<file path="src/hdl/ufr_pkg.sv">
// ----------------------------------------------------------------------------
// ufr_pkg
// Shared types, codes and defaults for the frame fragment reassembly unit.
// ----------------------------------------------------------------------------
package ufr_pkg;

  localparam int SLOTS_DEF             = 16;
  localparam int MAX_FRAGMENTS_DEF     = 64;
  localparam int HEADER_SIZE_DEF       = 40;
  localparam int FRAME_BYTES_WIDTH_DEF = 24;
  localparam int QUEUE_DEPTH           = 2;

  localparam logic [15:0] MAX_DATAGRAM = 16'd65507;

  localparam logic [24:0] MAX_FRAME_BYTES_RST = 25'd16777216;
  localparam logic [3:0]  MAX_PENDING_RST     = 4'd8;
  localparam logic [15:0] TIMEOUT_RST         = 16'd100;
  localparam logic [31:0] MAGIC_RST           = 32'd0;
  localparam logic [15:0] VERSION_RST         = 16'd1;

  localparam logic [2:0] ST_PENDING = 3'd0;
  localparam logic [2:0] ST_DONE    = 3'd1;
  localparam logic [2:0] ST_INVALID = 3'd2;
  localparam logic [2:0] ST_DUP     = 3'd3;
  localparam logic [2:0] ST_TICK    = 3'd4;

  typedef enum logic [2:0] {
    CFG_MAX_FRAME_BYTES = 3'd0,
    CFG_MAX_PENDING     = 3'd1,
    CFG_TIMEOUT         = 3'd2,
    CFG_MAGIC           = 3'd3,
    CFG_VERSION         = 3'd4
  } cfg_reg_t;

  typedef enum logic [1:0] {
    JOB_DGRAM,
    JOB_TICK,
    JOB_BAD
  } job_kind_t;

  typedef enum logic [3:0] {
    S_IDLE,
    S_TICK,
    S_FIND,
    S_OLD,
    S_ALLOC,
    S_TOUCH,
    S_RANGE,
    S_BYTES,
    S_LIMIT,
    S_OUT
  } back_state_t;

  typedef struct packed {
    logic [24:0] max_frame_bytes;
    logic [3:0]  max_pending;
    logic [15:0] timeout;
    logic [31:0] magic;
    logic [15:0] version;
  } ufr_cfg_t;

  typedef struct packed {
    job_kind_t   kind;
    logic [63:0] frame_id;
    logic [63:0] stamp;
    logic [31:0] frame_bytes;
    logic [31:0] fragment_offset;
    logic [15:0] fragment_index;
    logic [15:0] fragment_total;
    logic [31:0] payload_bytes;
  } ufr_job_t;

  typedef struct packed {
    logic [2:0]  status;
    logic [3:0]  slot;
    logic [23:0] write_offset;
    logic [63:0] done_frame_id;
    logic [63:0] done_stamp;
    logic [6:0]  done_fragments;
    logic [4:0]  dropped;
  } ufr_res_t;

endpackage

</file>
<file path="src/hdl/ufr_if.sv">
// ----------------------------------------------------------------------------
// ufr_if
// Valid/ready channels for datagram/tick words and result words.
// ----------------------------------------------------------------------------
interface ufr_in_if;
  logic        valid;
  logic        ready;
  logic        op;
  logic [15:0] datagram_bytes;
  logic [31:0] magic;
  logic [15:0] version;
  logic [15:0] header_bytes;
  logic [63:0] frame_id;
  logic [63:0] stamp;
  logic [31:0] frame_bytes;
  logic [31:0] fragment_offset;
  logic [15:0] fragment_index;
  logic [15:0] fragment_total;
  logic [31:0] payload_bytes;

  modport source (
    output valid, op, datagram_bytes, magic, version, header_bytes, frame_id, stamp,
           frame_bytes, fragment_offset, fragment_index, fragment_total, payload_bytes,
    input  ready
  );
  modport sink (
    input  valid, op, datagram_bytes, magic, version, header_bytes, frame_id, stamp,
           frame_bytes, fragment_offset, fragment_index, fragment_total, payload_bytes,
    output ready
  );
endinterface


</file>
<file path="src/hdl/ufr_front.sv">
// ----------------------------------------------------------------------------
// ufr_front
// Accepts input words, checks header and fragment bounds, classifies jobs.
// ----------------------------------------------------------------------------
module ufr_front #(
  parameter int HEADER_SIZE       = ufr_pkg::HEADER_SIZE_DEF,
  parameter int MAX_FRAGMENTS     = ufr_pkg::MAX_FRAGMENTS_DEF,
  parameter int FRAME_BYTES_WIDTH = ufr_pkg::FRAME_BYTES_WIDTH_DEF
) (
  ufr_in_if.sink           in_ch,
  input  ufr_pkg::ufr_cfg_t cfg,
  output logic             push_valid,
  input  logic             push_ready,
  output ufr_pkg::ufr_job_t push_job
);

  localparam logic [32:0] CAP = 33'd1 << FRAME_BYTES_WIDTH;

  logic [32:0] limit;
  logic [15:0] actual;
  logic        hdr_bad;
  logic        frag_bad;

  assign limit  = ({8'd0, cfg.max_frame_bytes} > CAP) ? CAP : {8'd0, cfg.max_frame_bytes};
  assign actual = in_ch.datagram_bytes - in_ch.header_bytes;

  assign hdr_bad = (in_ch.datagram_bytes > ufr_pkg::MAX_DATAGRAM) ||
                   (in_ch.datagram_bytes < 16'(HEADER_SIZE)) ||
                   (in_ch.magic != cfg.magic) || (in_ch.version != cfg.version) ||
                   (in_ch.header_bytes != 16'(HEADER_SIZE)) ||
                   (in_ch.datagram_bytes < in_ch.header_bytes);

  assign frag_bad = (in_ch.frame_bytes == 32'd0) || ({1'b0, in_ch.frame_bytes} > limit) ||
                    (in_ch.fragment_total == 16'd0) ||
                    (in_ch.fragment_total > 16'(MAX_FRAGMENTS)) ||
                    (in_ch.fragment_index >= in_ch.fragment_total) ||
                    (in_ch.payload_bytes == 32'd0) ||
                    (in_ch.payload_bytes != {16'd0, actual}) ||
                    (in_ch.fragment_offset > in_ch.frame_bytes) ||
                    (in_ch.payload_bytes > in_ch.frame_bytes - in_ch.fragment_offset);

  always_comb begin
    push_job.frame_id        = in_ch.frame_id;
    push_job.stamp           = in_ch.stamp;
    push_job.frame_bytes     = in_ch.frame_bytes;
    push_job.fragment_offset = in_ch.fragment_offset;
    push_job.fragment_index  = in_ch.fragment_index;
    push_job.fragment_total  = in_ch.fragment_total;
    push_job.payload_bytes   = in_ch.payload_bytes;
    if (in_ch.op) begin
      push_job.kind = ufr_pkg::JOB_TICK;
    end else if (hdr_bad || frag_bad) begin
      push_job.kind = ufr_pkg::JOB_BAD;
    end else begin
      push_job.kind = ufr_pkg::JOB_DGRAM;
    end
  end

  assign push_valid  = in_ch.valid;
  assign in_ch.ready = push_ready;

endmodule

</file>
<file path="src/flat_wrapper.sv">
// flat-port wrapper written by rule: the top's interface ports become plain ports
module ufr_front_flat 
#(
  parameter int HEADER_SIZE       = ufr_pkg::HEADER_SIZE_DEF,
  parameter int MAX_FRAGMENTS     = ufr_pkg::MAX_FRAGMENTS_DEF,
  parameter int FRAME_BYTES_WIDTH = ufr_pkg::FRAME_BYTES_WIDTH_DEF
)
  (cfg, push_valid, push_ready, push_job, in_ch_valid, in_ch_op, in_ch_datagram_bytes, in_ch_magic, in_ch_version, in_ch_header_bytes, in_ch_frame_id, in_ch_stamp, in_ch_frame_bytes, in_ch_fragment_offset, in_ch_fragment_index, in_ch_fragment_total, in_ch_payload_bytes, in_ch_ready);
  ufr_in_if in_ch_i ();
  input  ufr_pkg::ufr_cfg_t cfg;
  output logic push_valid;
  input  logic push_ready;
  output ufr_pkg::ufr_job_t push_job;
  input wire logic [$bits(in_ch_i.valid)-1:0] in_ch_valid;
  input wire logic [$bits(in_ch_i.op)-1:0] in_ch_op;
  input wire logic [$bits(in_ch_i.datagram_bytes)-1:0] in_ch_datagram_bytes;
  input wire logic [$bits(in_ch_i.magic)-1:0] in_ch_magic;
  input wire logic [$bits(in_ch_i.version)-1:0] in_ch_version;
  input wire logic [$bits(in_ch_i.header_bytes)-1:0] in_ch_header_bytes;
  input wire logic [$bits(in_ch_i.frame_id)-1:0] in_ch_frame_id;
  input wire logic [$bits(in_ch_i.stamp)-1:0] in_ch_stamp;
  input wire logic [$bits(in_ch_i.frame_bytes)-1:0] in_ch_frame_bytes;
  input wire logic [$bits(in_ch_i.fragment_offset)-1:0] in_ch_fragment_offset;
  input wire logic [$bits(in_ch_i.fragment_index)-1:0] in_ch_fragment_index;
  input wire logic [$bits(in_ch_i.fragment_total)-1:0] in_ch_fragment_total;
  input wire logic [$bits(in_ch_i.payload_bytes)-1:0] in_ch_payload_bytes;
  output wire logic [$bits(in_ch_i.ready)-1:0] in_ch_ready;
  assign in_ch_i.valid = in_ch_valid;
  assign in_ch_i.op = in_ch_op;
  assign in_ch_i.datagram_bytes = in_ch_datagram_bytes;
  assign in_ch_i.magic = in_ch_magic;
  assign in_ch_i.version = in_ch_version;
  assign in_ch_i.header_bytes = in_ch_header_bytes;
  assign in_ch_i.frame_id = in_ch_frame_id;
  assign in_ch_i.stamp = in_ch_stamp;
  assign in_ch_i.frame_bytes = in_ch_frame_bytes;
  assign in_ch_i.fragment_offset = in_ch_fragment_offset;
  assign in_ch_i.fragment_index = in_ch_fragment_index;
  assign in_ch_i.fragment_total = in_ch_fragment_total;
  assign in_ch_i.payload_bytes = in_ch_payload_bytes;
  assign in_ch_ready = in_ch_i.ready;
  ufr_front #(.HEADER_SIZE(HEADER_SIZE), .MAX_FRAGMENTS(MAX_FRAGMENTS), .FRAME_BYTES_WIDTH(FRAME_BYTES_WIDTH)) u_core (.in_ch(in_ch_i), .cfg(cfg), .push_valid(push_valid), .push_ready(push_ready), .push_job(push_job));
endmodule
</file>
<file path="config.mk">
export PLATFORM = sky130hd
export DESIGN_NAME = ufr_front_flat
export DESIGN_NICKNAME = d
export VERILOG_FILES = /design/src/hdl/ufr_pkg.sv /design/src/hdl/ufr_if.sv /design/src/hdl/ufr_front.sv /design/src/flat_wrapper.sv
export SDC_FILE = /design/constraint.sdc
export NUM_CORES = 1
export LEC_CHECK = 0
export BUFFER_PORTS_ARGS = -buffer_cell sky130_fd_sc_hd__clkbuf_2
export CORE_AREA = 2 2 273 275
export DETAILED_ROUTE_END_ITERATION = 12
export DIE_AREA = 0 0 275 277
export SLEW_MARGIN = 40
export SYNTH_ARGS = -nofsm -noshare
export SYNTH_HDL_FRONTEND = slang
export SYNTH_SLANG_ARGS = --single-unit
</file>
<file path="constraint.sdc">
create_clock -name vclk -period 4.6
set_input_delay 0.69 -clock vclk [all_inputs]
set_output_delay 0.69 -clock vclk [all_outputs]
set_load 0.02 [all_outputs]
</file>
Yosys cells after proc, flatten, opt, wreduce, memory -nomap -nowiden --
Index checks and enable logic that the tools add are counted.
Word-level totals: logic and storage cells 35, output and inout port bits 260, bits in registers 0
Cells by class: add/sub/neg operators 2, order comparisons 9, multiplexer cells 3, reduce and logical (&&, ||, !) cells 17, equality and inequality tests 4
Operator list (count):
- $gt 32x32->1 | 2
- $logic_not 32->1 | 2
- $gt 32x33->1 | 1
- $ne 32x16->1 | 1
- $ne 32x32->1 | 1
- $sub 32x32->32 | 1
- $gt 25x25->1 const B | 1
- $mux 25 | 1
- $ge 16x16->1 | 1
- $gt 16x16->1 const B | 1
- $gt 16x7->1 const B | 1
- $logic_not 16->1 | 1
- $lt 16x16->1 | 1
- $lt 16x6->1 const B | 1
- $ne 16x16->1 | 1
- $ne 16x6->1 const B | 1
- $sub 16x16->16 | 1
- $logic_or 1x1->1 | 14
- $mux 2 | 2

Depth between registers and ports, before layout --
Gate-level depths: netlist of the first run.
depth in word-level cells 14, mapped depth 22, gate-level depth less buffers 22

Worst setup path before layout of the first run --
No wires, ideal clock.
kind input to output, from input in_ch_fragment_offset[1], to output push_job[257] (netlist bit), setup slack -0.420 ns, data required time 3.910 ns, arrival time 4.330 ns, path buffers 0, stages 18, path through inv_1 -> ha_1 -> nor2b_1 -> o31ai_2 -> a211oi_2 -> o311ai_1 -> and3_4 -> o31a_1 -> o211a_4 -> a21oi_2 -> o311a_1 -> ha_1 -> nand4_1 -> nor4_1 -> a221oi_1 -> a31oi_1 -> nor4_2 -> a31oi_1
RTL lines:
- start: declaration | line flat_wrapper.sv:23 | input wire logic [$bits(in_ch_i.fragment_offset)-1:0] in_ch_fragment_offset;
- end: declaration | line flat_wrapper.sv:13 | output ufr_pkg::ufr_job_t push_job;

==> impl_results.md, run 1 <==
- Adder-Cell Fraction of Synth Area: 21.2%
- Largest family of logic cells by synthesized area: buffers and inverters
- WL/cell: ~18 um
- Diode count: 0
- Total track usage: between 10% and 20%
- Row count: 100
- Arrival @ worst endpoint: 4.66 ns
- Final setup margin: -0.746 ns
- Vias in the first global route: 7735
- Port bufs: around 410
- Overflow left after global routing: 0
- Dpl ws: -1.27 ns
- Io pins: a little under 700
- Register Area: 0 um^2
- Pin count of the biggest net entering global routing: 11
- Post-Route WL: between 40000 and 50000 um
- XOR/XNOR Fraction of Synth Area: between 10% and 20%
- Synth Warn #: 0
- Complex-gate fraction of the synthesized area: slightly below 20%
- Finished Core Util: 14.1%
- Final #Nets: around 1900
- Post-DRT Antenna Nets: 0
- Netlist cell types: 65
- Gate Count Post-Synth: around 1000
- Max incr delay on CP: about 0.34 ns
- Critical Path End Type: primary output
- Post-route minimum period: between 5 and 6 ns
- Worst slew pin tran: about 0.98 ns
- Simple-gate area share of the yosys netlist: 17.4%
- Global-route wire length before repair: approximately 55000 um
- Critical path cell sequence: buf_8, inv_8, ha_4, o21a_1, o31ai_4, a211oi_2, o311ai_1, buf_4, and3_4, o31a_1, o211a_4, buf_6, nor4b_4, a311oi_2, ha_1, nand4_1, nor4_4, buf_4, a31oi_4, nor4_4, a31oi_2, clkbuf_8
- Net Sw Frac: roughly 55%
- Seq/Total Area, Yosys: 0%
- Failing checks: setup timing
- DRT Pass-1 Iters: 4
- Syn_nets: between 1500 and 2000
- Max-slew violation count: 0
- Gpl congestion: approximately 0.86
- Vias: a little over 8000
- Reg power frac: 0%
- Clk_buf instances: 0
- Worst path buffer plus inverter count: 6
- Seq Cell Count: 0
- Avg Vias per Cell: approximately 3.5
- Hold Buf Count CTS: 0
- Logic gate share of total power: 100.0%
- Core ar.: roughly 0.074 mm^2
- Mux contribution to synthesized area: 0.443%
- DRT iter0 DRCs: between 300 and 400
- Slowest CP cell: nor4_4
- Most common cell after layout, fill and taps aside: clkbuf_2
- Largest cells by area after synthesis: buf_4 (26%), ha_1 (21%), xnor2_1 (5.5%), xor2_1 (5.1%), a21o_1 (4.8%)
- Fmax: 0.187 GHz
- Residual DRC: 0
- CP top delay family: compound AO/OA/AOI/OAI gates
- Internal Pwr Total: just over 600 uW
- Status: finished, violations left
- Final Hold Fails: 0
- Clock power frac: 0%
- Largest area contributor in the netlist: buf_4
- Sum of negative setup slack: -0.746 ns
- Starting density of the core: under 10%
- Initial antenna violation count: 3
- Critical Path Fanout Max: 5
- Worst setup SP type: primary input
- P per Cell Area: 129 mW/mm^2
- Commonest cells after routing, fill and taps aside: clkbuf_2 (400), buf_4 (179), ha_1 (114), inv_1 (70), nand2_1 (59)
- Share of cells above drive strength 1: a little under half
- Post-synth top area share: 26.5%
- Final setup fails: 1
- Worst Hold Class: in -> out
- Leak: 0.00531 uW
- RSZ-0062 raised after global routing: true
- Synth Cell Area: ~0.0073 mm^2
- Crit Path Class: in -> out
- Die Width: between 200 and 300 um
- Maximum vdd drop: just over 0.05 mV
- Final period util: 116%
- Slew HR: approximately a third
- DIE AREA: ~0.076 mm^2
- Psw: 730 uW
- Syn avg cell area: between 7 and 8 um^2
- Die Y-Extent: between 200 and 300 um
- DP HPWL: slightly below 40000 um
- Fillcell total: 8528
- MaxCap Viol Count: 0
- Crit path required time: just under 4 ns
- Synth-to-layout area growth: 41.2%
-- synthesized netlist by cell type, drive strengths merged, types with 9 or more instances --
cell	count
buf	259
inv	78
nor2b	9
nand2	59
xnor2	46
a31oi	10
ha	121
xor2	43
nand3	16
nor3	13
o21a	10
nor2	40
nor4	41
o21ai	31
a21oi	58
nand4	32
a21o	47
-- worst paths after layout --
check / startpoint / endpoint / slack (ns) / depth (start not counted)
setup / recovery: in_ch_fragment_offset[2] / push_job[257] / -0.75 / 22
hold / removal: in_ch_stamp[17] / push_job[145] / 1.38 / 0
-- cell type report --
cell class         instances  area, um^2  area share (%)
repair buffers           593        3520            33.9
multi-input cells        669        5330            51.4
inverters                 79         307            2.96
well taps                969        1210            11.7
-- cells by family after synthesis --
| family | count (synthesis) |
|---|---|
| buf+inv | 342 |
| simple gates | 243 |
| compound gates | 212 |
| fa+ha+maj | 123 |
| xor+xnor | 89 |
| mux | 2 |
-- what timing repair did --
item                                    in CTS  in global routing
gates resized for setup                     21                 27
cloned                                       0                  0
endpoints found under the setup margin       1                  1
pin swaps                                   19                 24
setup buffers                                2                  6
-- stage by stage --
stage	power (uW)	std cells	instance area, um^2	hold slack, ns
6_report	1340	2310	10400	1.38
3_3_place_gp	1310	2303	10100	1.38
4_1_cts	1360	2305	10200	1.38
2_1_floorplan	901	1011	7480	1.43
5_1_grt	1480	2310	10400	1.38
3_5_place_dp	1320	2303	10100	1.38
-- power groups by stage --
stage               sequential (uW)  combinational [uW]  clock, uW
detailed placement                0                1320          0
global placement                  0                1310          0
CTS                               0                1360          0
finish                            0                1340          0
global route                      0                1480          0
floorplan                         0                 901          0
-- routing by layer --
layer	GRT usage (%)	share of wire [%]
met1	14.4	48
met2	16.3	44
met3	1.25	5.4
met4	1.69	2.0
met5	0	0
No activity file was read; power rests on OpenSTA's default activity.
==> inputs of run 2 (changes only) <==
ABC_AREA = 1   (was unset)
CORE_AREA = 2 2 271 273   (was 2 2 273 275)
DIE_AREA = 0 0 273 275   (was 0 0 275 277)
SLEW_MARGIN = unset   (was 40)
==> run 2 against run 1 <==
The run still ends with setup timing left. Non-clock buffer count shrank 41. Synthesized cell count grew 36%. Maximum frequency grew 13%. Combinational power is essentially flat. Utilization grew 1.0 points. Via count grew 13%. Total power grew 1.9%. Sequential share of layout area is the same. Final cell count grew 14%. Die area shrank 1.4%. Design area grew 5.6%. Critical path type unchanged. Highest routed layer is now met5.
==> impl_results.md, run 2 <==
- DR top layer: met5
- Synth Cell Area: between 0.008 and 0.009 mm^2
- Pin count of the biggest net entering global routing: 16
- Post-Layout Cell Count: ~2600
- Gpl congestion: around 0.87
- Logic gate share of total power: between 90% and 100%
- Seq/Total Area, Yosys: 0%
- Clk_buf instances: 0
- Most common cell in the synthesized netlist: nand2_1
- Max-slew violation count: 0
- Largest family of logic cells by synthesized area: buffers and inverters
- Post-DRT Antenna Nets: 0
- Port bufs: approximately 410
- Final #Nets: roughly 2200
- Post-synth top area share: 23.9%
- Simple-gate area share of the yosys netlist: a little under a third
- Worst slew pin tran: around 0.61 ns
- Internal Pwr Total: between 500 and 600 uW
- Hold Startpoint: in_ch_stamp[1]
- Total power: 1360 uW
- Final setup margin: -0.135 ns
- Final setup fails: 1
- Worst setup SP type: primary input
- Register Area: 0 um^2
- Core ar.: 0.0723 mm^2
- Gate Count Post-Synth: approximately 1400
- DR WL met2: 19400 um
- RSZ-0062 raised after global routing: true
- Status: finished, violations left
- Maximum vdd drop: 0.0412 mV
- Fillcell total: approximately 8400
- Post-Route WL: 40200 um
- Most common cell after layout, fill and taps aside: clkbuf_2
- Critical Path End Type: primary output
- Failing checks: setup timing
- Syn avg cell area: 5.89 um^2
- Final Hold Fails: 0
- MaxCap Viol Count: 0
- Total track usage: 10.1%
- Seq Cell Count: 0
- Placed inst area: about 0.010 mm^2
- DP HPWL: 36900 um
- Complex-gate fraction of the synthesized area: 10.4%
- Largest cells by area after synthesis: buf_4 (24%), ha_1 (19%), nand2_1 (15%), inv_1 (9.4%), nor2_1 (6.6%)
- Metal-1 WL: roughly 17000 um
- Crit path required time: 3.91 ns
- Post-route minimum period: 4.73 ns
- WHS Endpoint: push_job[129]
- Residual DRC: 0
- Syn_nets: roughly 1900
- DIE AREA: ~0.075 mm^2
- Largest area contributor in the netlist: buf_4
- Die Width: between 200 and 300 um
- WHS: 1.38 ns
- Commonest cells after routing, fill and taps aside: clkbuf_2 (410), nand2_1 (304), inv_1 (202), nor2_1 (137), buf_4 (136)
- Adder-Cell Fraction of Synth Area: approximately a fifth
- WL/cell: between 15 and 20 um
- Final period util: 103%
- Cell count after placement: ~2600
- DRT Pass-1 Iters: 4
- Reg power frac: 0%
- Starting density of the core: roughly 11%
- Met3 routed wirelength: 2650 um
- P per Cell Area: between 100 and 150 mW/mm^2
- Psw: 779 uW
- Slew HR: about 59%
- Crit Path Class: in -> out
- Critical Path Fanout Max: 3
- Die Y-Extent: 275 um
- Arrival @ worst endpoint: about 4.0 ns
- Avg Vias per Cell: about 3.5
- Io pins: a little under 700
- Net Sw Frac: a little under three fifths
- Worst Hold Class: in -> out
- Global-route wire length before repair: ~56000 um
- Initial antenna violation count: 8
- Share of cells above drive strength 1: around 39%
- Mux contribution to synthesized area: 0%
- Dpl ws: -0.731 ns
- Hold Path Depth: 0
- Post-synth top cells: nand2_1 (316), buf_4 (259), inv_1 (204), nor2_1 (143), ha_1 (121)
- Synth Warn #: 0
- Vias in the first global route: 8944
- Finished Cell Area: 0.0109 mm^2
- Hold Buf Count CTS: 0
- Leak: 0.00606 uW
- DRT iter0 DRCs: ~240
- Fmax: 0.211 GHz
- Synth-to-layout area growth: 34.8%
- Netlist cell types: 37
- XOR/XNOR Fraction of Synth Area: roughly 6.8%
- Row count: 99
- Vias: just over 9000
- Overflow left after global routing: 0
- Clock power frac: 0%
## run 2: cell count changes after synthesis, sizes merged, moves of 6 or more
cell    before  now
nor2b        9    0
a21oi       58   84
nor4        41   13
nand4       32   21
o21a        10    4
nand3       16   48
nand2b       7    0
or2          3   10
inv         78  204
a21o        47    2
xor2        43   18
nand2       59  323
nor2        40  146
## run 2: critical path: stages
cell and delay [ns]:
clkbuf_2 0.10, inv_1 0.11, ha_4 0.23, a21oi_2 0.13, buf_4 0.14, o21ai_4 0.07
a21oi_4 0.18, o21ai_4 0.10, a21boi_2 0.18, o21ai_2 0.10, buf_4 0.14, xnor2_1 0.24
ha_1 0.31, a21oi_1 0.14, o21ai_0 0.09, nand2_1 0.07, nand3_1 0.08, a21oi_2 0.16
nand2_1 0.08, nand2_2 0.12, nand4_1 0.12, nor2_2 0.15, nand3_2 0.09, nand2_1 0.07
inv_1 0.04, clkbuf_8 0.14
## run 2: area by class of cell
class	count	area, um^2	area share (%)
antenna	8	20.0	0.183
inverter	204	771	7.04
timing repair buffer	552	3160	28.8
tap	959	1200	11.0
multi-input combinational	915	5800	53.0
## run 2: layer usage
layer | track usage (%) | vias up
met1 | 11.8 | 3973
met2 | 18.5 | 391
li1 | - | 4734
met4 | 3.21 | 4
met3 | 2.02 | 96
met5 | 0 | -
## run 2: kinds of logic after synthesis
group,after synthesis
AND/OR/NAND/NOR,586
adder cells (fa/ha/maj),123
XOR/XNOR,63
AO/OA/AOI/OAI,143
buffers and inverters,465
## run 2: worst max path at each step
stage                             start            end  slack, ns  cells past startpoint
2_1_floorplan      in_ch_frame_bytes[0]  push_job[257]       0.38                     25
3_3_place_gp       in_ch_frame_bytes[0]  push_job[257]      -0.69                     29
3_5_place_dp       in_ch_frame_bytes[0]  push_job[257]      -0.73                     29
4_1_cts            in_ch_frame_bytes[0]  push_job[257]      -0.28                     28
5_1_grt        in_ch_fragment_offset[4]  push_job[257]      -0.39                     26
6_report       in_ch_fragment_offset[4]  push_job[257]      -0.13                     26
## run 2: stage by stage
| stage | setup TNS (ns) | util, % |
|---|---|---|
| after floorplan | 0 | - |
| after global routing | -0.389 | 15.1 |
| after global placement | -0.688 | 14.4 |
| after CTS | -0.282 | 14.7 |
| final | -0.135 | 15.1 |
| after detailed placement | -0.731 | 14.4 |
## run 2: power by group through the flow
stage	clock network (uW)	logic, uW	registers (uW)
finish	0.0000617	1360	0
floorplan	0	933	0
global placement	0	1280	0
global route	0.0000582	1530	0
CTS	0	1340	0
detailed placement	0	1290	0
## run 2: timing repair
item | in CTS | in global routing
endpoints found under the hold margin | 0 | 0
buffers inserted | 5 | 7
gates resized for setup | 46 | 45
endpoints found under the setup margin | 1 | 1
pin swaps | 28 | 33
