## src/hdl/ufr_pkg.sv

```systemverilog
// ----------------------------------------------------------------------------
// ufr_pkg
// Shared types, codes and defaults for the frame fragment reassembly unit.
// ----------------------------------------------------------------------------
package ufr_pkg;

  localparam int SLOTS_DEF             = 16;
  localparam int MAX_FRAGMENTS_DEF     = 64;
  localparam int HEADER_SIZE_DEF       = 40;
  localparam int FRAME_BYTES_WIDTH_DEF = 24;
  localparam int QUEUE_DEPTH           = 2;

  localparam logic [15:0] MAX_DATAGRAM = 16'd65507;

  localparam logic [24:0] MAX_FRAME_BYTES_RST = 25'd16777216;
  localparam logic [3:0]  MAX_PENDING_RST     = 4'd8;
  localparam logic [15:0] TIMEOUT_RST         = 16'd100;
  localparam logic [31:0] MAGIC_RST           = 32'd0;
  localparam logic [15:0] VERSION_RST         = 16'd1;

  localparam logic [2:0] ST_PENDING = 3'd0;
  localparam logic [2:0] ST_DONE    = 3'd1;
  localparam logic [2:0] ST_INVALID = 3'd2;
  localparam logic [2:0] ST_DUP     = 3'd3;
  localparam logic [2:0] ST_TICK    = 3'd4;

  typedef enum logic [2:0] {
    CFG_MAX_FRAME_BYTES = 3'd0,
    CFG_MAX_PENDING     = 3'd1,
    CFG_TIMEOUT         = 3'd2,
    CFG_MAGIC           = 3'd3,
    CFG_VERSION         = 3'd4
  } cfg_reg_t;

  typedef enum logic [1:0] {
    JOB_DGRAM,
    JOB_TICK,
    JOB_BAD
  } job_kind_t;

  typedef enum logic [3:0] {
    S_IDLE,
    S_TICK,
    S_FIND,
    S_OLD,
    S_ALLOC,
    S_TOUCH,
    S_RANGE,
    S_BYTES,
    S_LIMIT,
    S_OUT
  } back_state_t;

  typedef struct packed {
    logic [24:0] max_frame_bytes;
    logic [3:0]  max_pending;
    logic [15:0] timeout;
    logic [31:0] magic;
    logic [15:0] version;
  } ufr_cfg_t;

  typedef struct packed {
    job_kind_t   kind;
    logic [63:0] frame_id;
    logic [63:0] stamp;
    logic [31:0] frame_bytes;
    logic [31:0] fragment_offset;
    logic [15:0] fragment_index;
    logic [15:0] fragment_total;
    logic [31:0] payload_bytes;
  } ufr_job_t;

  typedef struct packed {
    logic [2:0]  status;
    logic [3:0]  slot;
    logic [23:0] write_offset;
    logic [63:0] done_frame_id;
    logic [63:0] done_stamp;
    logic [6:0]  done_fragments;
    logic [4:0]  dropped;
  } ufr_res_t;

endpackage

```

## src/hdl/ufr_queue.sv

```systemverilog
// ----------------------------------------------------------------------------
// ufr_queue
// Short job queue between the classifier and the slot engine.
// ----------------------------------------------------------------------------
module ufr_queue (
  input  logic              clk,
  input  logic              rst_n,
  input  logic              push_valid,
  output logic              push_ready,
  input  ufr_pkg::ufr_job_t push_job,
  output logic              pop_valid,
  input  logic              pop,
  output ufr_pkg::ufr_job_t pop_job
);

  localparam int DEPTH = ufr_pkg::QUEUE_DEPTH;
  localparam int PW    = (DEPTH > 1) ? $clog2(DEPTH) : 1;
  localparam int NW    = $clog2(DEPTH + 1);

  ufr_pkg::ufr_job_t entry_r [DEPTH];
  logic [PW-1:0] wr_r, wr_nxt;
  logic [PW-1:0] rd_r, rd_nxt;
  logic [NW-1:0] cnt_r, cnt_nxt;
  logic          do_push;
  logic          do_pop;

  assign push_ready = cnt_r != NW'(DEPTH);
  assign pop_valid  = cnt_r != '0;
  assign pop_job    = entry_r[rd_r];
  assign do_push    = push_valid && push_ready;
  assign do_pop     = pop && pop_valid;

  always_comb begin
    wr_nxt  = wr_r;
    rd_nxt  = rd_r;
    cnt_nxt = cnt_r;
    if (do_push) begin
      wr_nxt = (wr_r == PW'(DEPTH - 1)) ? '0 : wr_r + 1'b1;
    end
    if (do_pop) begin
      rd_nxt = (rd_r == PW'(DEPTH - 1)) ? '0 : rd_r + 1'b1;
    end
    if (do_push && !do_pop) begin
      cnt_nxt = cnt_r + 1'b1;
    end else if (!do_push && do_pop) begin
      cnt_nxt = cnt_r - 1'b1;
    end
  end

  always_ff @(posedge clk) begin
    if (!rst_n) begin
      wr_r  <= '0;
      rd_r  <= '0;
      cnt_r <= '0;
    end else begin
      wr_r  <= wr_nxt;
      rd_r  <= rd_nxt;
      cnt_r <= cnt_nxt;
    end
  end

  always_ff @(posedge clk) begin
    if (do_push) begin
      entry_r[wr_r] <= push_job;
    end
  end

endmodule

```

## config.mk

```make
export PLATFORM = sky130hd
export DESIGN_NAME = ufr_queue
export DESIGN_NICKNAME = d
export VERILOG_FILES = /design/src/hdl/ufr_pkg.sv /design/src/hdl/ufr_queue.sv
export SDC_FILE = /design/constraint.sdc
export NUM_CORES = 1
export LEC_CHECK = 0
export ABC_CLOCK_PERIOD_IN_PS = 10300
export BUFFER_PORTS_ARGS = -buffer_cell sky130_fd_sc_hd__buf_2
export CAP_MARGIN = 20
export CORE_ASPECT_RATIO = 0.6
export CORE_MARGIN = 8
export CORE_UTILIZATION = 53
export CTS_CLUSTER_DIAMETER = 150
export DETAILED_ROUTE_END_ITERATION = 10
export GPL_TIMING_DRIVEN = 0
export PLACE_DENSITY = 0.82
export REMOVE_ABC_BUFFERS = 1
export SLEW_MARGIN = 20
export SYNTH_ARGS = -nofsm -noshare
export SYNTH_HDL_FRONTEND = slang
export SYNTH_SLANG_ARGS = --single-unit
```

## constraint.sdc

```tcl
create_clock -name clk -period 10.3 [get_ports clk]
set_input_delay 0.515 -clock clk [delete_from_list [all_inputs] [get_ports clk]]
set_output_delay 0.515 -clock clk [all_outputs]
set_load 0.05 [all_outputs]
```

## Yosys cells after proc, flatten, opt, wreduce, memory -nomap -nowiden

Memory sizes are Yosys's and may differ from the RTL's. A register that Yosys moved wholly into a read port is not among the register bits.
Cells that the tools add are included.
Widths: inputs -> output; s select.

- $add $sub $neg: 4
- Equality and inequality tests: 1
- Muxes and demuxes: 8
- Reduce and logical (&&, ||, !) cells: 8

Operator list:

| kind | number |
|---|---|
| $mux 1 | 6 |
| $logic_and 1x1->1 | 4 |
| $mux 2 | 2 |
| $reduce_bool 2->1 | 2 |
| $add 1x1->1 const B | 2 |
| $add 2x1->2 const B | 1 |
| $logic_not 1->1 | 2 |
| $ne 2x2->1 const B | 1 |
| $sub 2x1->2 const B | 1 |

- Register bits after elaboration: 4
- Memory bits (writable): 516
- Word-level logic and storage cells: 25
- Memories: 1

Memory list:

| name | depth | bits a word | read ports | clocked after Yosys merged registers in | write ports | line | text |
|---|---|---|---|---|---|---|---|
| entry_r | 2 | 258 | 1 | 1 | 1 | ufr_queue.sv:20 | `ufr_pkg::ufr_job_t entry_r [DEPTH];` |

## Logic depth before layout (Yosys ltp)

Gate-level depths: netlist (run 1).

- Depth after elaboration: 6
- Mapped depth: 6
- Depth with buffers taken out: 6

## Worst setup path before layout (run 1)

Ideal clock, no wire load.

- Path kind: register -> register
- From: register cnt_r[0]
- To: memory entry_r[1][0] (netlist name) (enable)
- Setup time: 653 ps
- Arrival: 6,610 ps
- Data required time: 9,647 ps
- Slack: 3,037 ps
- Cell stages (with the launch flop): 3
- Clock period less this slack: 7,263 ps
- Path through: dfxtp_1 > nand2b_4 > and3_1

- Cells in the longest elaborated chain, start to end: 4

Ends and longest elaborated chain:

| what | line | text |
|---|---|---|
| start, declared | ufr_queue.sv:23 | `logic [NW-1:0] cnt_r, cnt_nxt;` |
| start signal, assigned | ufr_queue.sv:58 | `cnt_r <= cnt_nxt;` |
| $ne 2x2->1 | ufr_queue.sv:27 | `assign push_ready = cnt_r != NW'(DEPTH);` |
| named net push_ready | ufr_queue.sv:9 | `output logic push_ready,` |
| $logic_and 1x1->1 | ufr_queue.sv:30 | `assign do_push = push_valid && push_ready;` |
| $mux 1 | ufr_queue.sv:63 | `if (do_push) begin` |
| $mux 1 (implied by the code) | ufr_queue.sv:64 | `entry_r[wr_r] <= push_job;` |
| end, declared | ufr_queue.sv:20 |  |

The timed path passes the listed nets, and every way through them passes these cells.

==> results of run 1 <==
## cells by family (layout without fill, tap and decap cells)
| kind of cell | after synthesis | after routing |
|---|---|---|
| adders and majority gates | 1 | 1 |
| and+or+nand+nor | 9 | 9 |
| AOI/OAI and AO/OA | 5 | 5 |
| muxes | 258 | 258 |
| DFF | 521 | 521 |
| buffers and inverters | 30 | 620 |
| other | 0 | 10 |
| xor gates and xnor gates | 3 | 3 |
## synth_stat cells (all sizes together)
cell type / number
nand2b: 1
or2: 1
edfxtp: 516
ha: 1
or3: 1
inv: 1
xnor2: 2
a21boi: 2
buf: 29
and2: 4
nand3b: 1
mux2: 258
and3: 1
xor2: 1
o21ai: 2
dfxtp: 5
a21bo: 1
## flip-flops by register name (all words and copies together), names as in the netlist, named ones only
register and count:
entry_r 516, cnt_r 2, rd_r 1, wr_r 1
## area by class of cell
type,count,area (um^2),area share
flip-flops and latches,521,15600,0.633
clock buffers,59,1270,0.0517
diodes,10,25.0,0.00102
inverters,1,11.3,0.000457
multi-input cells,276,3800,0.154
well taps,476,596,0.0242
repair buffers,534,2960,0.120
clock inverters,26,365,0.0148
## per-layer routing
| layer | global-route usage | wire (um) |
|---|---|---|
| met2 | 0.357 | 24200 |
| met3 | 0.0725 | 3810 |
| met5 | 0 | 102 |
| met1 | 0.202 | 15100 |
| met4 | 0.0636 | 1120 |
## placed cells by master (no fill, tap or decap), drive strengths merged
cell	n
buf	534
edfxtp	516
mux2	258
clkbuf	59
clkinv	12
diode	10
bufinv	9
dfxtp	5
and2	4
inv	4
xnor2	2
clkinvlp	2
o21ai	2
a21boi	2
nand2b	1
or2	1
and3	1
nand3b	1
a21bo	1
xor2	1
or3	1
ha	1
## metrics by stage
step           hold slack, ns  std cells
2_1_floorplan           0.512        798
3_3_place_gp            0.527       1795
3_5_place_dp            0.598       1808
4_1_cts                 0.112       1893
5_1_grt                 0.112       1899
6_report                0.153       1903
## power by group
part           total (mW)  internal (mW)  switching, mW
clock                1.84           1.11          0.739
sequential           2.74           2.65         0.0928
combinational        2.59          0.809           1.79
total                7.18           4.56           2.62
## worst paths after layout
kind                              endpoint  depth (start not counted)
hold / removal    entry_r[1][26]$_DFFE_PP_                          1
setup / recovery               pop_job[35]                          5
setup reg to reg  entry_r[1][88]$_DFFE_PP_                          5
hold reg to reg                   register                          2
## worst reg2reg max path: cells and delay by family (launching register included)
family	cells	cell delay, ns
AND/OR/NAND/NOR	2	0.72
flip-flops	1	0.42
buffers and inverters	3	0.94
==> results.md, run 1 <==
- Die Span X: ~260 um
- Total gr overflow: 0
- Detailed Place HPWL: 31.3 mm
- Fmax: 291 MHz
- First-pass GRT wire length: 63.5 mm
- Yosys cell types: 21
- Power, Total: 7.18 mW
- CTS tree: built
- Post-route ant nets: 0
- Final Hold Viols: 0
- # hold bufs at CTS: 0
- Placer Congestion: 0.757
- Initial Util: 0.540
- # setup viols final: 0
- Row cnt: 54
- Max-cap viol count: 0
- Req. time, crit path: 9.79 ns
- Startpoint Class: register
- Gate Count Post-Synth: 827
- Fillers: around 2300
- Area Growth Syn to Fin: 25.0%
- Top Family by Delay on Critical Path: buffers and inverters
- Sequential area share after synthesis: 0.792
- Crit path time final: 3.44 ns
- Adder-cell share of the synthesized area: 0.000635
- Setup WS post-layout: 6.86 ns
- CP Class: reg -> out
- PortBufs: approximately 520
- Register bit total from synthesis: 521
- Max VDD drop: 0.292 mV
- WP buf/inv: 4
- CTS buffer count: 47
- CTS clk-pin slew, worst paths: ~0.07 ns
- Top-area cell type share of the netlist area: 0.786
- Worst slew pin tran: 0.657 ns
- XOR/XNOR share of the synthesized area: 0.00133
- Tot GR Track Use: 0.192
- Layout cells sized above 1: 0.612
- Avg Cell Area, Syn: ~24 um^2
- Setup TNS: 0 ns
- Outcome: completed
- Layout Utilization: 0.675
- DP Area: ~23000 um^2
- R2r startpoint: cnt_r[0]$_SDFFE_PN0P_
- Critical Path Most Common Cell: buf_16
- Largest net degree at the start of global routing: 98
- CTS root buf: clkbuf_16
- Boundary Pins: 522
- Die ar.: 43800 um^2
- Post-synthesis compound-gate area fraction: 0.00178
- Count of final max-slew check failures: 0
- Leak: 9.56 nW
- FF-to-FF setup slack: 7.86 ns
- CTS Buffer Depth: 3
- Clock Skew: approximately 0.0075 ns
- Layout Cell Area excl Fill: between 20000 and 25000 um^2
- Vias: 9839
- Clock Sinks: around 520
- CP max-delay cell: dfxtp_4
- Post-synthesis mux area share: 0.186
- Ys Warns: 0
- RSZ-0062 raised after global routing: no
- WL/cell: 23.3 um
- Worst-path cell chain: buf_16 -> buf_16 -> buf_16 -> mux2_4 -> buf_2
- Initial DRC count: 721
- Synth area leaders: edfxtp_1 (79%), mux2_4 (15%), mux2_2 (3.3%)
- Core area: ~36000 um^2
- Initial antenna violation count: 17
- Hold crit path type: in -> reg
- Slew margin rel.: 0.562
- Clock Latency Late Sink: between 0.5 and 0.6 ns
- CTS H-tree depth: 2
- Fraction of the mapped netlist area in simple logic gates: 0.00330
- Pre-antenna DRT Iters: 5
- Worst EP arrival: 2.92 ns
- Post-synth top area cell: edfxtp_1
- Fin crit share: 0.334
- Post-Syn Area: ~20000 um^2
- Largest family of logic cells by synthesized area: multiplexers
- Setup bufs post-CTS: 0
- Pre-CTS WS: between 7 and 8 ns
- CP max stage delay: a little under 0.8 ns
- DRC: 0
- Vias in the first global route: 10500
- Routed vias/inst: 5.17
- Chip height: 165 um
- PD cells: approximately 290 nW/um^2
- Resize count post-CTS: 0
- Final WL: 44.4 mm
- CP Capture Type: output pin
- Nets: 1644
- CP max FO: 40
- Hold Startpoint: push_job[26]
(Power assumes the default switching activity.)
==> run 2: changes to the inputs <==
Settings changed: ABC_CLOCK_PERIOD_IN_PS 10300 to 3020, CORE_UTILIZATION 53 to 47, PLACE_DENSITY 0.82 to 0.77.
Clock period 10.3 ns to 3.02 ns, I/O delays scaled along.
==> run 2 against run 1 <==
Utilization down 1.7 points. Total power rose to 3.5 times the previous value. Sequential power rose to 3.4 times the previous value. First-iteration DRC count down 1.5%. Largest cell class unchanged. Largest power group is now combinational logic.
==> results.md, run 2 (synthesis results as in run 1) <==
- Tot GR Track Use: 0.195
- # setup viols final: 0
- Leak: 10.7 nW
- CP max FO: 38
- WL/cell: 22.2 um
- Fmax: 350 MHz
- Req. time, crit path: between 2 and 3 ns
- Final WL: roughly 50 mm
- Count of final max-slew check failures: 0
- Worst-path cell chain: buf_12 -> buf_16 -> buf_16 -> buf_16 -> mux2_4 -> buf_2
- First-pass GRT wire length: 73.6 mm
- Placed insts: 1903
- Reg2reg end: entry_r[0][212]$_DFFE_PP_
- Resize count post-CTS: 0
- Fin crit share: 0.946
- Area Growth Syn to Fin: 39.0%
- PD cells: 911 nW/um^2
- R2r startpoint: cnt_r[0]$_SDFFE_PN0P_
- Hold crit path type: in -> reg
- Boundary Pins: roughly 520
- CTS buffer count: 49
- Cell count along the critical path: 6
- Die Span X: 280 um
- DRC: 0
- CTS clk-pin slew, worst paths: 0.06 ns
- Clock Latency Late Sink: 0.56 ns
- Detailed Place HPWL: slightly above 30 mm
- Vias in the first global route: 12400
- CTS Buffer Depth: 3
- RSZ-0062 raised after global routing: no
- Initial Util: 0.474
- Max VDD drop: 0.714 mV
- Power, Total: roughly 25 mW
- Total gr overflow: 0
- CTS root buf: clkbuf_16
- Routed vias/inst: 4.91
- Reg2Reg Depth: 4
- Critical Path Most Common Cell: buf_16
- CP Capture Point: pop_job[116]
- Largest register by flop count: entry_r
- Hold_ws: just over 0.09 ns
- FF-to-FF setup slack: 0.71 ns
- Crit path time final: ~2.9 ns
- CP max stage delay: 0.36 ns
- Nets: about 1900
- Max-cap viol count: 0
- Max reg flops: 516
- Setup TNS: 0 ns
- Final Hold Viols: 0
- Commonest cells after routing, fill and taps aside: buf_2 (521), edfxtp_1 (516), dlygate4sd3_1 (260)
- Largest net degree at the start of global routing: 98
- Post-route ant nets: 0
- CTS H-tree depth: 2
- CP max-delay cell: dfxtp_4
- Row cnt: 58
- Clock Skew: 0.0218 ns
- Fillers: 2684
- Chip height: 175 um
- Initial DRC count: 710
- Placer Congestion: 0.751
- Outcome: completed
- Pre-antenna DRT Iters: 4
- Top Family by Delay on Critical Path: buffers and inverters
- Post-Layout Cell Count: 2261
- Slew margin rel.: 0.587
- Regs by FF count: entry_r: 516 flops, cnt_r: 2 flops
- Vias: 11100
- Worst slew pin tran: 0.619 ns
- Layout cells sized above 1: 0.519
- WP buf/inv: 5
- Initial antenna violation count: 7
- Commonest non-fill, non-tap cell in the layout: buf_2
- Clock Sinks: 521
- Worst EP arrival: around 2.7 ns
- CTS tree: built
- Core area: 41600 um^2
- CP Capture Type: output pin
- CP Class: reg -> out
- Die ar.: 48900 um^2
- Startpoint Class: register
- PortBufs: 521
[run 2: layer usage]
metal | vias to the layer above | global-route usage | routed length, um
met1 | 5613 | 0.208 | 17700
li1 | 4951 | - | -
met4 | 2 | 0.0688 | 1800
met2 | 427 | 0.368 | 27300
met5 | - | 0 | 13
met3 | 109 | 0.0525 | 3490
[run 2: worst min-delay path by stage]
stage | startpoint | endpoint | slack (ns) | cells past startpoint
2_1_floorplan | push_job[0] | entry_r[0][0]$_DFFE_PP_ | 0.25 | 0
3_3_place_gp | push_job[245] | entry_r[0][245]$_DFFE_PP_ | 0.34 | 1
3_5_place_dp | push_job[167] | entry_r[1][167]$_DFFE_PP_ | 0.34 | 1
4_1_cts | pop | register | 0.07 | 4
5_1_grt | pop | rd_r$_SDFFE_PN0P_ | 0.10 | 4
6_report | pop | register | 0.09 | 4
[run 2: cell type report]
class,count,area [um^2],share of cell area
diodes,6,15.0,0.000548
clock buffers,67,1380,0.0503
clock inverters,23,259,0.00946
inverters,1,11.3,0.000411
multi-input cells,276,3800,0.139
flip-flops and latches,521,15600,0.570
well taps,570,713,0.0260
repair buffers,797,5610,0.205
[run 2: repair_timing]
action | in CTS | in global routing
endpoints found under the setup margin | 38 | 0
buffers inserted | 2 | 0
hold buffers | 260 | 0
hold endpoints to repair | 521 | 0
[run 2: report_power, final]
part	total [mW]	internal [mW]	switching [mW]
clock network	6.29	3.64	2.65
registers	9.28	9.03	0.251
logic	9.36	3.02	6.34
total	24.9	15.7	9.24
[run 2: stage by stage]
stage               cell area (um^2)  setup WS (ns)   util
floorplan                      19400          -7.14      -
global placement               22700         -10.77  0.546
detailed placement             23100          0.316  0.555
CTS                            27400          0.135  0.658
global route                   27400         0.0725  0.658
finish                         27400          0.164  0.658
[run 2: worst min-delay path, stage by stage]
cell,delay (ns)
buf_2,0.08
o21ai_1,0.10
xnor2_1,0.17
and2_1,0.12
==> run 3: changes to the inputs <==
Settings changed: CORE_UTILIZATION 47 to 49, CTS_BUF_LIST set to sky130_fd_sc_hd__clkbuf_4 sky130_fd_sc_hd__clkbuf_8, PLACE_DENSITY 0.77 to 0.8.
==> run 3 against run 2 <==
Sequential power is essentially flat. Utilization rose by 2.2 points. Clock power fell by 6.5%. Final cell count increased by 0.62%. Routed wire length down 0.14%. Via count rose by 0.74%. Global-route usage grew 0.78 points. Fmax is 1.0% lower. Total power decreased by 1.6%. Critical path type unchanged.
==> results.md, run 3 (synthesis results as in run 1) <==
- Vias: 11200
- Commonest cells after routing, fill and taps aside: buf_2 (521), edfxtp_1 (516), dlygate4sd3_1 (262)
- Max reg flops: 516
- Routed vias/inst: 4.92
- Req. time, crit path: between 2 and 3 ns
- First-pass GRT wire length: about 72 mm
- Initial antenna violation count: 7
- PD cells: 899 nW/um^2
- CTS tree: built
- CP max stage delay: around 0.51 ns
- Initial Util: 0.492
- Chip height: ~170 um
- WP buf/inv: 4
- Area Growth Syn to Fin: 38.4%
- Crit path time final: roughly 2.9 ns
- Clock Skew: 0.0355 ns
- # setup viols final: 0
- Startpoint Class: register
- Total gr overflow: 0
- Worst slew pin tran: ~0.76 ns
- Layout Cell Area excl Fill: between 20000 and 30000 um^2
- CTS buffer count: 77
- Largest net degree at the start of global routing: 97
- Leak: ~11 nW
- DP Area: roughly 23000 um^2
- CP Class: reg -> out
- Regs by FF count: entry_r: 516 flops, cnt_r: 2 flops
- PortBufs: about 520
- Die ar.: 47100 um^2
- Pre-antenna DRT Iters: 5
- Resize count post-CTS: 0
- Vias in the first global route: 12400
- Fmax: 347 MHz
- Critical Path Most Common Cell: buf_16
- Hold crit path type: in -> reg
- Post-route ant nets: 0
- Placed insts: about 1900
- CP Capture Type: output pin
- Initial DRC count: 770
- Register area: 15600 um^2
- Multi-input gate area: 3810 um^2
- WL/cell: approximately 22 um
- Clock Sinks: about 520
- Clock Latency Late Sink: slightly above 0.6 ns
- Hold_ws: between 0.2 and 0.3 ns
- Top Family by Delay on Critical Path: buffers and inverters
- RSZ-0062 raised after global routing: no
- Final WL: roughly 50 mm
- Max-cap viol count: 0
- Nets: roughly 1900
- Placer Congestion: 0.749
- Core area: 40100 um^2
- CTS Buffer Depth: 3
- Boundary Pins: 522
- Max VDD drop: between 0.6 and 0.7 mV
- Row cnt: 57
- CTS clk-pin slew, worst paths: 0.08 ns
- Worst-path cell chain: buf_16 -> buf_16 -> buf_16 -> mux2_4 -> buf_2
- Detailed Place HPWL: approximately 30 mm
- Commonest non-fill, non-tap cell in the layout: buf_2
- Largest register by flop count: entry_r
- Die Span X: 275 um
- Tot GR Track Use: 0.203
- CP max-delay cell: dfxtp_4
- Post-Layout Cell Count: 2275
- CP max FO: 43
- Fin crit share: 0.955
- CTS root buf: clkbuf_8
- Count of final max-slew check failures: 0
- Final Hold Viols: 0
- Fillers: 2483
- Layout cells sized above 1: 0.535
- Slew margin rel.: 0.492
- Outcome: completed
- CTS H-tree depth: 3
- Worst EP arrival: 2.73 ns
- DRC: 0
- Power, Total: 24.5 mW
==> run 3: cell types whose count changed in the layout (fill, tap and decap cells not counted), moves of 3 or more <==
cell and delta:
clkbuf_1 -12, clkbuf_8 +74, inv_8 +3, clkbuf_16 -51
clkbuf_4 +18, clkinv_1 +9, clkinv_2 +13
==> run 3: cell type report <==
| cell class | count | area share |
|---|---|---|
| clock inverter | 45 | 0.0134 |
| timing repair buffer | 798 | 0.205 |
| sequential | 521 | 0.572 |
| clock buffer | 96 | 0.0443 |
| multi-input combinational | 277 | 0.140 |
| inverter | 1 | 0.000413 |
| tap | 531 | 0.0244 |
| antenna | 6 | 0.000550 |
==> run 3: path summary, 6_finish.rpt <==
check	cells after the start	slack (ns)	end	start
setup / recovery	5	0.14	pop_job[173]	register
hold / removal	2	0.25	entry_r[0][231]$_DFFE_PP_	push_job[231]
setup reg to reg	6	0.33	entry_r[1][97]$_DFFE_PP_	cnt_r[0]$_SDFFE_PN0P_
hold reg to reg	2	0.59	rd_r$_SDFFE_PN0P_	rd_r$_SDFFE_PN0P_
==> run 3: what timing repair did <==
item,in CTS,in global routing
endpoints found under the hold margin,521,0
cloned,0,1
pin swaps,0,1
setup endpoints to repair,107,44
hold buffers,262,0
setup buffers,2,0
==> run 3: power breakdown <==
group,internal [mW],total [mW],switching [mW]
sequential,9.03,9.31,0.278
clock,3.12,5.88,2.76
combinational,3.01,9.34,6.33
total,15.2,24.5,9.37
==> run 3: metrics by stage <==
step                      TNS [ns]  setup WS (ns)   util
after floorplan           -3754.42          -7.14      -
after global placement    -6151.83         -10.67  0.565
after detailed placement         0          0.152  0.574
after CTS                        0          0.100  0.680
after global routing             0         0.0174  0.680
final                            0          0.135  0.680
==> run 3: per-layer routing <==
layer / up-vias / global-route usage / share of wire
met2: 467 / 0.373 / 0.54
met1: 5583 / 0.216 / 0.36
met5: - / 0 / 0.00030
met4: 2 / 0.0845 / 0.034
li1: 5032 / - / -
met3: 100 / 0.0622 / 0.071
